### src/sv/assert_macros.svh
// ----------------------------------------------------------------------------
// assertion macros shared by the rasterizer rtl
// clocked on clk, disabled while rst is high
// ----------------------------------------------------------------------------
`ifndef ASSERT_MACROS_SVH
`define ASSERT_MACROS_SVH

// condition holds at every clock edge out of reset
`define VSR_ASSERT(label, prop, msg) \
  label: assert property (@(posedge clk) disable iff (rst) prop) else $error(msg);

// trigger at one edge implies the condition at the next edge
`define VSR_ASSERT_NEXT(label, trig, cond, msg) \
  label: assert property (@(posedge clk) disable iff (rst) trig |=> cond) else $error(msg);

`endif

### src/sv/vsr_pkg.sv
// ----------------------------------------------------------------------------
// vsr_pkg
// grid sizes, field widths, operation codes and the controller/datapath types
// ----------------------------------------------------------------------------
`default_nettype none

package vsr_pkg;

  localparam int GRID_X = 16;
  localparam int GRID_Y = 16;
  localparam int GRID_Z = 16;
  localparam int CELLS  = GRID_X * GRID_Y * GRID_Z;

  localparam int ADDR_W = $clog2(CELLS);
  localparam int IX_W   = $clog2(GRID_X);
  localparam int IY_W   = $clog2(GRID_Y);
  localparam int IZ_W   = $clog2(GRID_Z);

  // signed working width for coordinates and differences
  localparam int CRD_W  = 10;
  // squared difference, |d| <= 16 once the centre is in range
  localparam int SQ_W   = 13;
  // squared 8-bit semi-axis or radius
  localparam int AX_W   = 15;
  localparam int RR_W   = 15;
  localparam int S_W    = 15;
  localparam int PAIR_W = 29;
  localparam int TRI_W  = 43;
  localparam int PROD_W = SQ_W + PAIR_W;
  localparam int ESUM_W = PROD_W + 2;

  localparam int FLD_W  = 8;
  localparam int COL_W  = 32;
  localparam int CFG_IDX_W = 2;

  localparam logic signed [CRD_W-1:0] GX_S = CRD_W'(GRID_X);
  localparam logic signed [CRD_W-1:0] GY_S = CRD_W'(GRID_Y);
  localparam logic signed [CRD_W-1:0] GZ_S = CRD_W'(GRID_Z);

  typedef enum logic [3:0] {
    OP_SET_VOXEL   = 4'd0,
    OP_CLR_VOXEL   = 4'd1,
    OP_SET_BOX     = 4'd2,
    OP_CLR_BOX     = 4'd3,
    OP_SET_SPHERE  = 4'd4,
    OP_CLR_SPHERE  = 4'd5,
    OP_SET_ELLIPS  = 4'd6,
    OP_CLR_ELLIPS  = 4'd7,
    OP_SET_CYL     = 4'd8,
    OP_SET_DISC    = 4'd9,
    OP_READ        = 4'd10
  } op_t;

  typedef enum logic [CFG_IDX_W-1:0] {
    REG_RED   = 2'd0,
    REG_GREEN = 2'd1,
    REG_BLUE  = 2'd2,
    REG_ALPHA = 2'd3
  } reg_idx_t;

  typedef enum logic [7:0] {
    ST_CLEAR  = 8'b0000_0001,
    ST_IDLE   = 8'b0000_0010,
    ST_SETUP1 = 8'b0000_0100,
    ST_SETUP2 = 8'b0000_1000,
    ST_SETUP3 = 8'b0001_0000,
    ST_SCAN   = 8'b0010_0000,
    ST_READ   = 8'b0100_0000,
    ST_DONE   = 8'b1000_0000
  } state_t;

  typedef struct packed {
    logic ready;
    logic capture;
    logic setup1;
    logic setup2;
    logic setup3;
    logic scan_start;
    logic read_issue;
    logic out_load;
  } ctrl_cmd_t;

  typedef struct packed {
    logic clearing;
    logic pipe_busy;
    logic out_free;
    logic is_shape;
    logic is_read;
  } dp_stat_t;

endpackage

`default_nettype wire

### src/sv/vsr_ctrl.sv
// ----------------------------------------------------------------------------
// vsr_ctrl
// sequencer: clear pass, command capture, setup, scan or read, result hand-off
// ----------------------------------------------------------------------------
`default_nettype none

module vsr_ctrl (
  input  wire logic                 clk,
  input  wire logic                 rst,
  input  wire logic                 in_valid,
  input  wire vsr_pkg::dp_stat_t    stat,
  output vsr_pkg::ctrl_cmd_t        cmd
);

  vsr_pkg::state_t state, state_next;

  always_ff @(posedge clk) begin
    if (rst) begin
      state <= vsr_pkg::ST_CLEAR;
    end else begin
      state <= state_next;
    end
  end

  always_comb begin
    state_next = state;
    cmd        = '0;
    unique case (state)
      vsr_pkg::ST_CLEAR: begin
        if (!stat.clearing) state_next = vsr_pkg::ST_IDLE;
      end
      vsr_pkg::ST_IDLE: begin
        cmd.ready   = 1'b1;
        cmd.capture = in_valid;
        if (in_valid) state_next = vsr_pkg::ST_SETUP1;
      end
      vsr_pkg::ST_SETUP1: begin
        cmd.setup1 = 1'b1;
        if (stat.is_shape) state_next = vsr_pkg::ST_SETUP2;
        else if (stat.is_read) state_next = vsr_pkg::ST_READ;
        else state_next = vsr_pkg::ST_DONE;
      end
      vsr_pkg::ST_SETUP2: begin
        cmd.setup2 = 1'b1;
        state_next = vsr_pkg::ST_SETUP3;
      end
      vsr_pkg::ST_SETUP3: begin
        cmd.setup3     = 1'b1;
        cmd.scan_start = 1'b1;
        state_next     = vsr_pkg::ST_SCAN;
      end
      vsr_pkg::ST_SCAN: begin
        if (!stat.pipe_busy) state_next = vsr_pkg::ST_DONE;
      end
      vsr_pkg::ST_READ: begin
        cmd.read_issue = 1'b1;
        state_next     = vsr_pkg::ST_DONE;
      end
      vsr_pkg::ST_DONE: begin
        cmd.out_load = stat.out_free;
        if (stat.out_free) state_next = vsr_pkg::ST_IDLE;
      end
      default: begin
        state_next = vsr_pkg::ST_CLEAR;
      end
    endcase
  end

endmodule

`default_nettype wire

### config.mk
export PLATFORM = sky130hd
export DESIGN_NAME = vsr_ctrl
export DESIGN_NICKNAME = d
export VERILOG_FILES = /design/src/sv/assert_macros.svh /design/src/sv/vsr_pkg.sv /design/src/sv/vsr_ctrl.sv
export SDC_FILE = /design/constraint.sdc
export NUM_CORES = 1
export LEC_CHECK = 0
export ABC_CLOCK_PERIOD_IN_PS = 2300
export CORE_AREA = 8 8 45 47
export CTS_BUF_LIST = sky130_fd_sc_hd__clkbuf_4
export DETAILED_ROUTE_END_ITERATION = 10
export DIE_AREA = 0 0 53 55
export DONT_BUFFER_PORTS = 1
export GPL_TIMING_DRIVEN = 0
export HOLD_SLACK_MARGIN = 0.03
export PLACE_DENSITY_LB_ADDON = 0.1
export SLEW_MARGIN = 20
export SYNTH_ARGS = -nofsm -noshare
export SYNTH_HDL_FRONTEND = slang
export SYNTH_SLANG_ARGS = --single-unit
export TNS_END_PERCENT = 5
### constraint.sdc
create_clock -name clk -period 2.3 [get_ports clk]
set_input_delay 0 -clock clk [delete_from_list [all_inputs] [get_ports clk]]
set_output_delay 0 -clock clk [all_outputs]
set_load 0.05 [all_outputs]
==> results of run 1 <==
-- final timing paths --
kind,endpoint,slack (ps)
worst max register to register,state[2],440
worst min register to register,state[6],680
worst min-delay path,state[0],160
worst max-delay path,cmd[6],140
-- cell type report --
type | count | area [µm²] | area share [%]
flip-flops and latches | 8 | 160 | 23.5
inverters | 6 | 26.3 | 3.86
multi-input cells | 48 | 354 | 52.0
well taps | 16 | 20.0 | 2.94
plain buffers | 4 | 27.5 | 4.04
repair buffers | 7 | 70.1 | 10.3
clock buffers | 3 | 22.5 | 3.31
-- worst min-delay path, stage by stage --
cell and delay (ps):
and2_1 100, a41oi_1 200, o31ai_1 90
-- synth_stat cells, types with 2 or more instances --
library cell / count / area share (%)
nor2_1: 9 / 6.2
dfxtp_1: 8 / 29
inv_1: 6 / 4.1
nand2_1: 5 / 3.4
and4b_1: 3 / 5.5
nand3_1: 2 / 1.8
nand3b_1: 2 / 2.8
nor3_1: 2 / 1.8
nor4_2: 2 / 4.6
nor4b_1: 2 / 3.2
-- report_power, final --
| part | internal [mW] | switching [mW] | total (mW) |
|---|---|---|---|
| combinational | 0.0243 | 0.0353 | 0.0596 |
| sequential | 0.143 | 0.00365 | 0.146 |
| clock | 0.0602 | 0.0553 | 0.115 |
-- metal layers --
| metal | vias to the layer above | global-route usage [%] | part of all wire (%) |
|---|---|---|---|
| met4 | 0 | 6.47 | 1.9 |
| met5 | - | 0 | 0 |
| met1 | 230 | 11.9 | 46 |
| li1 | 266 | - | - |
| met3 | 3 | 3.74 | 5.9 |
| met2 | 11 | 17.4 | 46 |
-- through the flow --
step	cell area (µm²)	instances	utilization, %
2_1_floorplan	552	66	-
6_report	681	92	49.2
5_1_grt	681	92	49.2
3_3_place_gp	572	82	41.3
3_5_place_dp	581	82	42.0
4_1_cts	677	92	48.9
-- kinds of logic (layout without fill, tap and decap cells) --
family	Yosys count	count (layout)	share of synthesized area (%)
simple gates	36	36	42.2
buf+inv	10	20	9.17
compound gates	9	9	14.2
flops	8	8	29.4
xor+xnor	2	2	3.21
mux	1	1	1.83
-- timing repair --
action,in CTS,in global routing
setup endpoints to repair,2,1
hold endpoints to repair,8,0
gates resized for setup,2,1
hold buffers,7,0
==> impl_results.md, run 1 <==
- Initial Util: between 30% and 40%
- Vias in the first global route: 534
- Worst path max stage delay: about 560 ps
- Die ar.: 2920 µm²
- Max-Cap Viols: 0
- Actual slew at the worst max-slew pin: 733 ps
- CTS tree: done
- Syn_nets: 74
- Area Growth Syn to Fin: 24.8%
- Post-synth EDFFs: 0
- Main synth FF type: dfxtp_1
- Global-route wire length before repair: 2.35 mm
- Final period util: a little over nine tenths
- Clk Tree Root Cell: clkbuf_4
- Worst-path clk slew: 60 ps
- Total power: 0.321 mW
- Worst Path Max Fanout: 8
- Postcts setup bufs: 0
- Chip height: 55 µm
- Largest regs: state: 8 flops
- Fmax: approximately 460 MHz
- R2R Path Start: state[2]
- Worst Hold Class: input pin to flip-flop
- GRT Residual Overflow: 0
- Port bufs: 0
- Unique masters post-synth: 35
- Core ar.: 1380 µm²
- Share of flip-flops with an asynchronous set or reset: 0%
- Crit path cell chain: buf_6, or4_4, and4b_2, nand2_1, clkinvlp_4
- Worst hold slack: between 150 and 200 ps
- Post-Syn Area: between 500 and 600 µm²
- # rows: 14
- Drc violations: 0
- Largest Register: state
- Max reg flops: 8
- Final ANT Viol Nets: 0
- Critical Path Start: state[2]
- CTS buffer count: 3
- Filler instances: 130
- Most frequent cells in the layout: nor2_1, dfxtp_1, dlygate4sd3_1
- Slew headroom: 50.8%
- Critical Path End Type: output pin
- Ant diodes: 0
- Post-DP HPWL: 1.01 mm
- Worst Skew: around 8.5 ps
- H-Tree Depth: 1
- Synthesized area per cell: 8.27 µm²
- Routed wire length: 1.35 mm
- Type of origin of the critical path: flip-flop
- Final nets: 86
- FF-to-FF path depth: 5
- Crit path max-delay family: simple AND/OR/NAND/NOR gates
- Die W: roughly 53 µm
- Run status: finished clean
- Final Setup Violations: 0
- Share of layout cells above drive strength 1: 19.7%
- Hold Path Stages: 3
- Largest net degree at the start of global routing: 9
- Dpl ws: 155 ps
- VDD IR max: ~0.00026 V
- Slowest CP cell: or4_4
- Gpl congestion: 0.795
- Via density: roughly 5.5
- CTS max path bufs: 2
- Slew Limit Fails: 0
- Io pins: 16
- 1st-iter DRT viols: 12
- Yosys warnings: 0
- Final hold violations: 0
- CP Buf/Inv Count: 2
- Register area share after synthesis: 29.4%
- Tot GR Track Use: 10.7%
- Post-synthesis register bit count: 8
- Hold path startpoint: stat[4]
- Total number of vias: 510
- Initial antenna violation count: 0
- Routed wire length per instance: 14.6 µm
- Worst setup margin: ~140 ps
- CTS Sinks: 8
- CP required: between 2000 and 2500 ps
- Pwr Density: 472 nW/µm²
- Crit path depth: 5
- Static Leak: between 0.2 and 0.3 nW
- Clk Latency, worst-skew pair: 260 ps
- RSZ-0062 raised after global routing: false
- Critical path type: flip-flop to output pin
- Setup tns final: 0 ps
- Drt pass-1 iters: 4
- Syn Inst Count: 66
- Arr. time, crit path: about 2200 ps
- Crit path time final: 2160 ps
Power figures use the tool's default switching activity.
==> run 2, diff against run 1 <==
--- a/config.mk
+++ b/config.mk
@@ -5,14 +5,15 @@
 export SDC_FILE = /design/constraint.sdc
 export NUM_CORES = 1
 export LEC_CHECK = 0
-export ABC_CLOCK_PERIOD_IN_PS = 2300
+export ABC_CLOCK_PERIOD_IN_PS = 2050
 export CORE_AREA = 8 8 45 47
 export CTS_BUF_LIST = sky130_fd_sc_hd__clkbuf_4
 export DETAILED_ROUTE_END_ITERATION = 10
 export DIE_AREA = 0 0 53 55
 export DONT_BUFFER_PORTS = 1
 export GPL_TIMING_DRIVEN = 0
-export HOLD_SLACK_MARGIN = 0.03
+export HOLD_SLACK_MARGIN = 0.06
+export MAX_ROUTING_LAYER = met4
 export PLACE_DENSITY_LB_ADDON = 0.1
 export SLEW_MARGIN = 20
 export SYNTH_ARGS = -nofsm -noshare
==> constraint.sdc (replaced) <==
create_clock -name clk -period 2.05 [get_ports clk]
set_input_delay 0 -clock clk [delete_from_list [all_inputs] [get_ports clk]]
set_output_delay 0 -clock clk [all_outputs]
set_load 0.05 [all_outputs]
==> impl_results.md, run 2 (synthesis gave the netlist of run 1 again) <==
- Critical path type: flip-flop to output pin
- Actual slew at the worst max-slew pin: 733 ps (-0.0000596 ps)
- Largest regs: state: 8 flops
- Worst Hold Class: input pin to flip-flop
- Pwr Density: 523 nW/µm² (+11%)
- CTS Sinks: 8 (unchanged)
- # rows: 14 (unchanged)
- Total number of vias: 518 (+1.6%)
- Ant diodes: 0 (unchanged)
- Via density: 5.63 (+1.6%)
- Routed wire length per instance: 14.6 µm (-0.15%)
- Initial Util: 39.4% (unchanged)
- 1st-iter DRT viols: 11 (-1)
- RSZ-0062 raised after global routing: false
- Routed wire length: 1.35 mm (-0.15%)
- CTS max path bufs: 2 (unchanged)
- Vias in the first global route: 537 (+0.56%)
- Global-route wire length before repair: 2.35 mm (unchanged)
- Area of the multi-input gates: 369 µm² (+4.2%)
- Io pins: 16 (unchanged)
- Slew headroom: 50.8% (unchanged)
- Fmax: ~500 MHz
- H-Tree Depth: 1 (unchanged)
- CTS tree: done
- Static Leak: 0.279 nW (+2.7%)
- Final ANT Viol Nets: 0 (unchanged)
- Filler instances: 129 (-0.77%)
- Largest Register: state
- VDD IR max: 0.000287 V (+12%)
- Arr. time, crit path: 1980 ps (-180 ps)
- Core ar.: 1380 µm² (unchanged)
- Max-Cap Viols: 0 (unchanged)
- GRT Residual Overflow: 0 (unchanged)
- Max reg flops: 8 (unchanged)
- Worst setup margin: 66.9 ps (-70.0 ps)
- Largest net degree at the start of global routing: 9 (unchanged)
- Worst-path clk slew: 60 ps (about the same)
- Die ar.: 2920 µm² (unchanged)
- Share of layout cells above drive strength 1: 21.1% (+1.3 points)
- Final period util: 96.7%
- Worst Path Max Fanout: 5 (-3)
- Postcts setup bufs: 0 (unchanged)
- Drt pass-1 iters: 4 (unchanged)
- Clk Tree Root Cell: clkbuf_4
- Critical Path End Type: output pin
- Final nets: 86 (unchanged)
- Slew Limit Fails: 0 (unchanged)
- Run status: finished clean
- Total power: 0.364 mW (+13%)
- CP required: 2050 ps (-250 ps)
- Most frequent cells in the layout: nor2_1, dfxtp_1, dlygate4sd3_1
- Initial antenna violation count: 0 (unchanged)
- Post-DP HPWL: 1.01 mm (unchanged)
- Gpl congestion: 0.806 (+1.4%)
- Port bufs: 0 (unchanged)
- Final Setup Violations: 0 (unchanged)
- CTS buffer count: 3 (unchanged)
- Type of origin of the critical path: flip-flop
- Worst Skew: 9.20 ps (+0.657 ps)
- Clk Latency, worst-skew pair: 260 ps (about the same)
- Chip height: 55 µm (unchanged)
- Worst hold slack: 162 ps (-0.937 ps)
- Area Growth Syn to Fin: 27.5%
- Register area: 160 µm² (unchanged)
- Dpl ws: -95.5 ps (-250 ps)
- Die W: 53 µm (unchanged)
- Crit path time final: 1980 ps
- Tot GR Track Use: 11.0% (+0.33 points)
- Drc violations: 0 (unchanged)
- Final hold violations: 0 (unchanged)
run 2: power by group:
group | internal [mW] | total (mW) | switching (mW)
clock | 0.0676 | 0.130 | 0.0627
sequential | 0.160 | 0.164 | 0.00423
combinational | 0.0282 | 0.0697 | 0.0415
total | 0.256 | 0.364 | 0.108
run 2: worst paths after layout:
check | start | endpoint | slack [ps] | cells after the start
worst max-delay path | state[5] | cmd[6] | 70 | 4
worst min register to register | state[2] | state[6] | 680 | 3
worst max register to register | state[0] | state[4] | 230 | 4
worst min-delay path | stat[1] | state[7] | 160 | 2
run 2: worst max-delay path, stage by stage (launching register included):
cell        delay [ps]
dfxtp_1            340
or4_4              590
and4b_4            500
nand2_4             90
clkinvlp_4         200
run 2: layer usage:
layer,GRT usage [%],routed length (µm)
met5,-,0
met2,17.4,629
met3,3.48,73
met4,6.47,25
met1,12.0,617
run 2: what timing repair did:
item / 4_1_cts / 5_1_grt
hold buffers: 7 / 0
resized for setup: 6 / 1
pin swaps: 0 / 1
endpoints found under the hold margin: 8 / 0
setup endpoints to repair: 2 / 2
run 2: stage by stage:
step                instance area, µm²  util (%)  setup TNS, ps  std cells
finish                             696      50.3              0         92
global route                       696      50.3              0         92
CTS                                691      49.9              0         92
detailed placement                 581      42.0          -95.5         82
global placement                   572      41.3          -92.4         82
floorplan                          552         -              0         66
run 2: area by class of cell:
cell class                 instances  share of cell area [%]
timing repair buffer               7                    10.1
inverter                           6                    3.78
sequential                         8                    23.0
tap                               16                    2.88
clock buffer                       3                    3.24
multi-input combinational         48                    53.1
buffer                             4                    3.96
==> run 3, diff against run 2 <==
--- a/config.mk
+++ b/config.mk
@@ -11,7 +11,6 @@
 export DETAILED_ROUTE_END_ITERATION = 10
 export DIE_AREA = 0 0 53 55
 export DONT_BUFFER_PORTS = 1
-export GPL_TIMING_DRIVEN = 0
 export HOLD_SLACK_MARGIN = 0.06
 export MAX_ROUTING_LAYER = met4
 export PLACE_DENSITY_LB_ADDON = 0.1
==> impl_results.md, run 3 (synthesis gave the netlist of run 1 again) <==
- Pwr Density: 508 nW/µm² (-2.9%)
- Total power: 0.358 mW (-1.7%)
- Actual slew at the worst max-slew pin: 421 ps (-312 ps)
- Largest net degree at the start of global routing: 9 (unchanged)
- Gpl congestion: 0.926 (+15%)
- Die ar.: 2920 µm² (unchanged)
- Via density: 5.94 (+5.4%)
- Chip height: 55 µm (unchanged)
- Vias in the first global route: 551 (+2.6%)
- Run status: finished clean
- Clk Latency, worst-skew pair: 260 ps (about the same)
- Total number of vias: 564 (+8.9%)
- RSZ-0062 raised after global routing: false
- 1st-iter DRT viols: 32 (+21)
- Final ANT Viol Nets: 0 (unchanged)
- Worst path max stage delay: 580 ps (about the same)
- Io pins: 16 (unchanged)
- Setup tns final: 0 ps (unchanged)
- Max reg flops: 8 (unchanged)
- Core ar.: 1380 µm² (unchanged)
- DP Area: 612 µm² (+5.4%)
- Critical Path End Type: output pin
- Routed wire length: 1.41 mm (+4.8%)
- Port bufs: 0 (unchanged)
- Worst Hold Class: input pin to flip-flop
- Fmax: 536 MHz (+6.3%)
- Area of the multi-input gates: 344 µm² (-6.8%)
- CTS Sinks: 8 (unchanged)
- Drt pass-1 iters: 4 (unchanged)
- CTS max path bufs: 2 (unchanged)
- Routed wire length per instance: 14.8 µm (+1.5%)
- Final period util: 91.0% (-5.7 points)
- Psw: 0.0994 mW (-8.3%)
- Final nets: 89 (+3.5%)
- Arr. time, crit path: 1870 ps (-110 ps)
- Largest regs: state: 8 flops
- CTS buffer count: 3 (unchanged)
- CTS tree: done
- Finished Cell Area: 704 µm² (+1.3%)
- Crit path max-delay family: simple AND/OR/NAND/NOR gates
- Register area: 160 µm² (unchanged)
- Most frequent cells in the layout: nor2_1, dfxtp_1, dlygate4sd3_1
- Flop pwr share: 46.3% (+1.2 points)
- Worst-path clk slew: 50 ps (about the same)
- Worst Skew: 4.25 ps (-4.95 ps)
- Initial antenna violation count: 0 (unchanged)
- Ant diodes: 0 (unchanged)
- VDD IR max: 0.000306 V (+6.4%)
- Share of layout cells above drive strength 1: 21.5% (+0.47 points)
- Crit path time final: 1870 ps (-117 ps)
- P_int: 0.259 mW (+1.2%)
- H-Tree Depth: 1 (unchanged)
- Max-Cap Viols: 0 (unchanged)
- Crit path cell chain: or4_4, and4b_1, nand2_1, inv_1, buf_12
- Slew Limit Fails: 0 (unchanged)
- Clock share of power: 34.4% (-1.4 points)
- Postcts setup bufs: 0 (unchanged)
- Clk Tree Root Cell: clkbuf_4
- Worst Path Max Fanout: 8 (+3)
- Largest Register: state
- CP required: 2050 ps (about the same)
- Final hold violations: 0 (unchanged)
- Static Leak: 0.305 nW (+9.2%)
- Final Setup Violations: 0 (unchanged)
- Tot GR Track Use: 11.3% (+0.22 points)
- Filler instances: 137 (+6.2%)
- Comb pwr share: 19.2% (about the same)
- Post-DP HPWL: 1.04 mm (+2.8%)
- CP Buf/Inv Count: 2 (+1)
- Type of origin of the critical path: flip-flop
- Slowest CP cell: or4_4
- Global-route wire length before repair: 2.37 mm (+0.89%)
- Switching Share: 27.8% (-2.0 points)
- Area Growth Syn to Fin: 29.1%
- Die W: 53 µm (unchanged)
- # rows: 14 (unchanged)
- Drc violations: 0 (unchanged)
- Critical path type: flip-flop to output pin
- Initial Util: 39.4% (unchanged)
- GRT Residual Overflow: 0 (unchanged)
- Slew headroom: 71.9% (+21 points)
## run 3: power by group through the flow
stage	Combinational [mW]	Sequential, mW	Clock, mW
after floorplan	0.0457	0.166	0
after global placement	0.0566	0.170	0
after detailed placement	0.0566	0.169	0
after CTS	0.0682	0.166	0.131
after global routing	0.0763	0.166	0.137
final	0.0688	0.166	0.123
## run 3: final timing paths
check | slack [ps] | endpoint | cells past startpoint | from
worst max-delay path | 180 | cmd[6] | 5 | state[2]
worst min-delay path | 160 | state[7] | 2 | stat[1]
worst max register to register | 300 | state[1] | 4 | state[2]
worst min register to register | 650 | state[6] | 2 | state[2]
## run 3: metal layers
layer | track usage, % | part of all wire, %
met2 | 17.4 | 48
met3 | 3.48 | 8.5
met4 | 6.47 | 1.8
met5 | - | 0
met1 | 12.6 | 42
## run 3: through the flow
stage | worst slack, ps | hold slack [ps] | utilization [%] | cells
floorplan | 38.1 | 76.7 | - | 66
global placement | 290 | 82.9 | 44.2 | 85
detailed placement | 313 | 82.6 | 44.2 | 85
CTS | 183 | 157 | 50.9 | 95
global route | 108 | 181 | 50.9 | 95
finish | 184 | 164 | 50.9 | 95
## run 3: final cells by class
class,instances,share of cell area (%)
Multi-Input combinational cell,48,48.8
Sequential cell,8,22.7
Timing Repair Buffer,14,19.2
Clock buffer,3,3.20
Inverter,6,3.20
Tap cell,16,2.84
## run 3: repair_timing
action	in CTS	in global routing
hold endpoints to repair	8	0
hold buffers	7	0
gates resized for setup	0	0
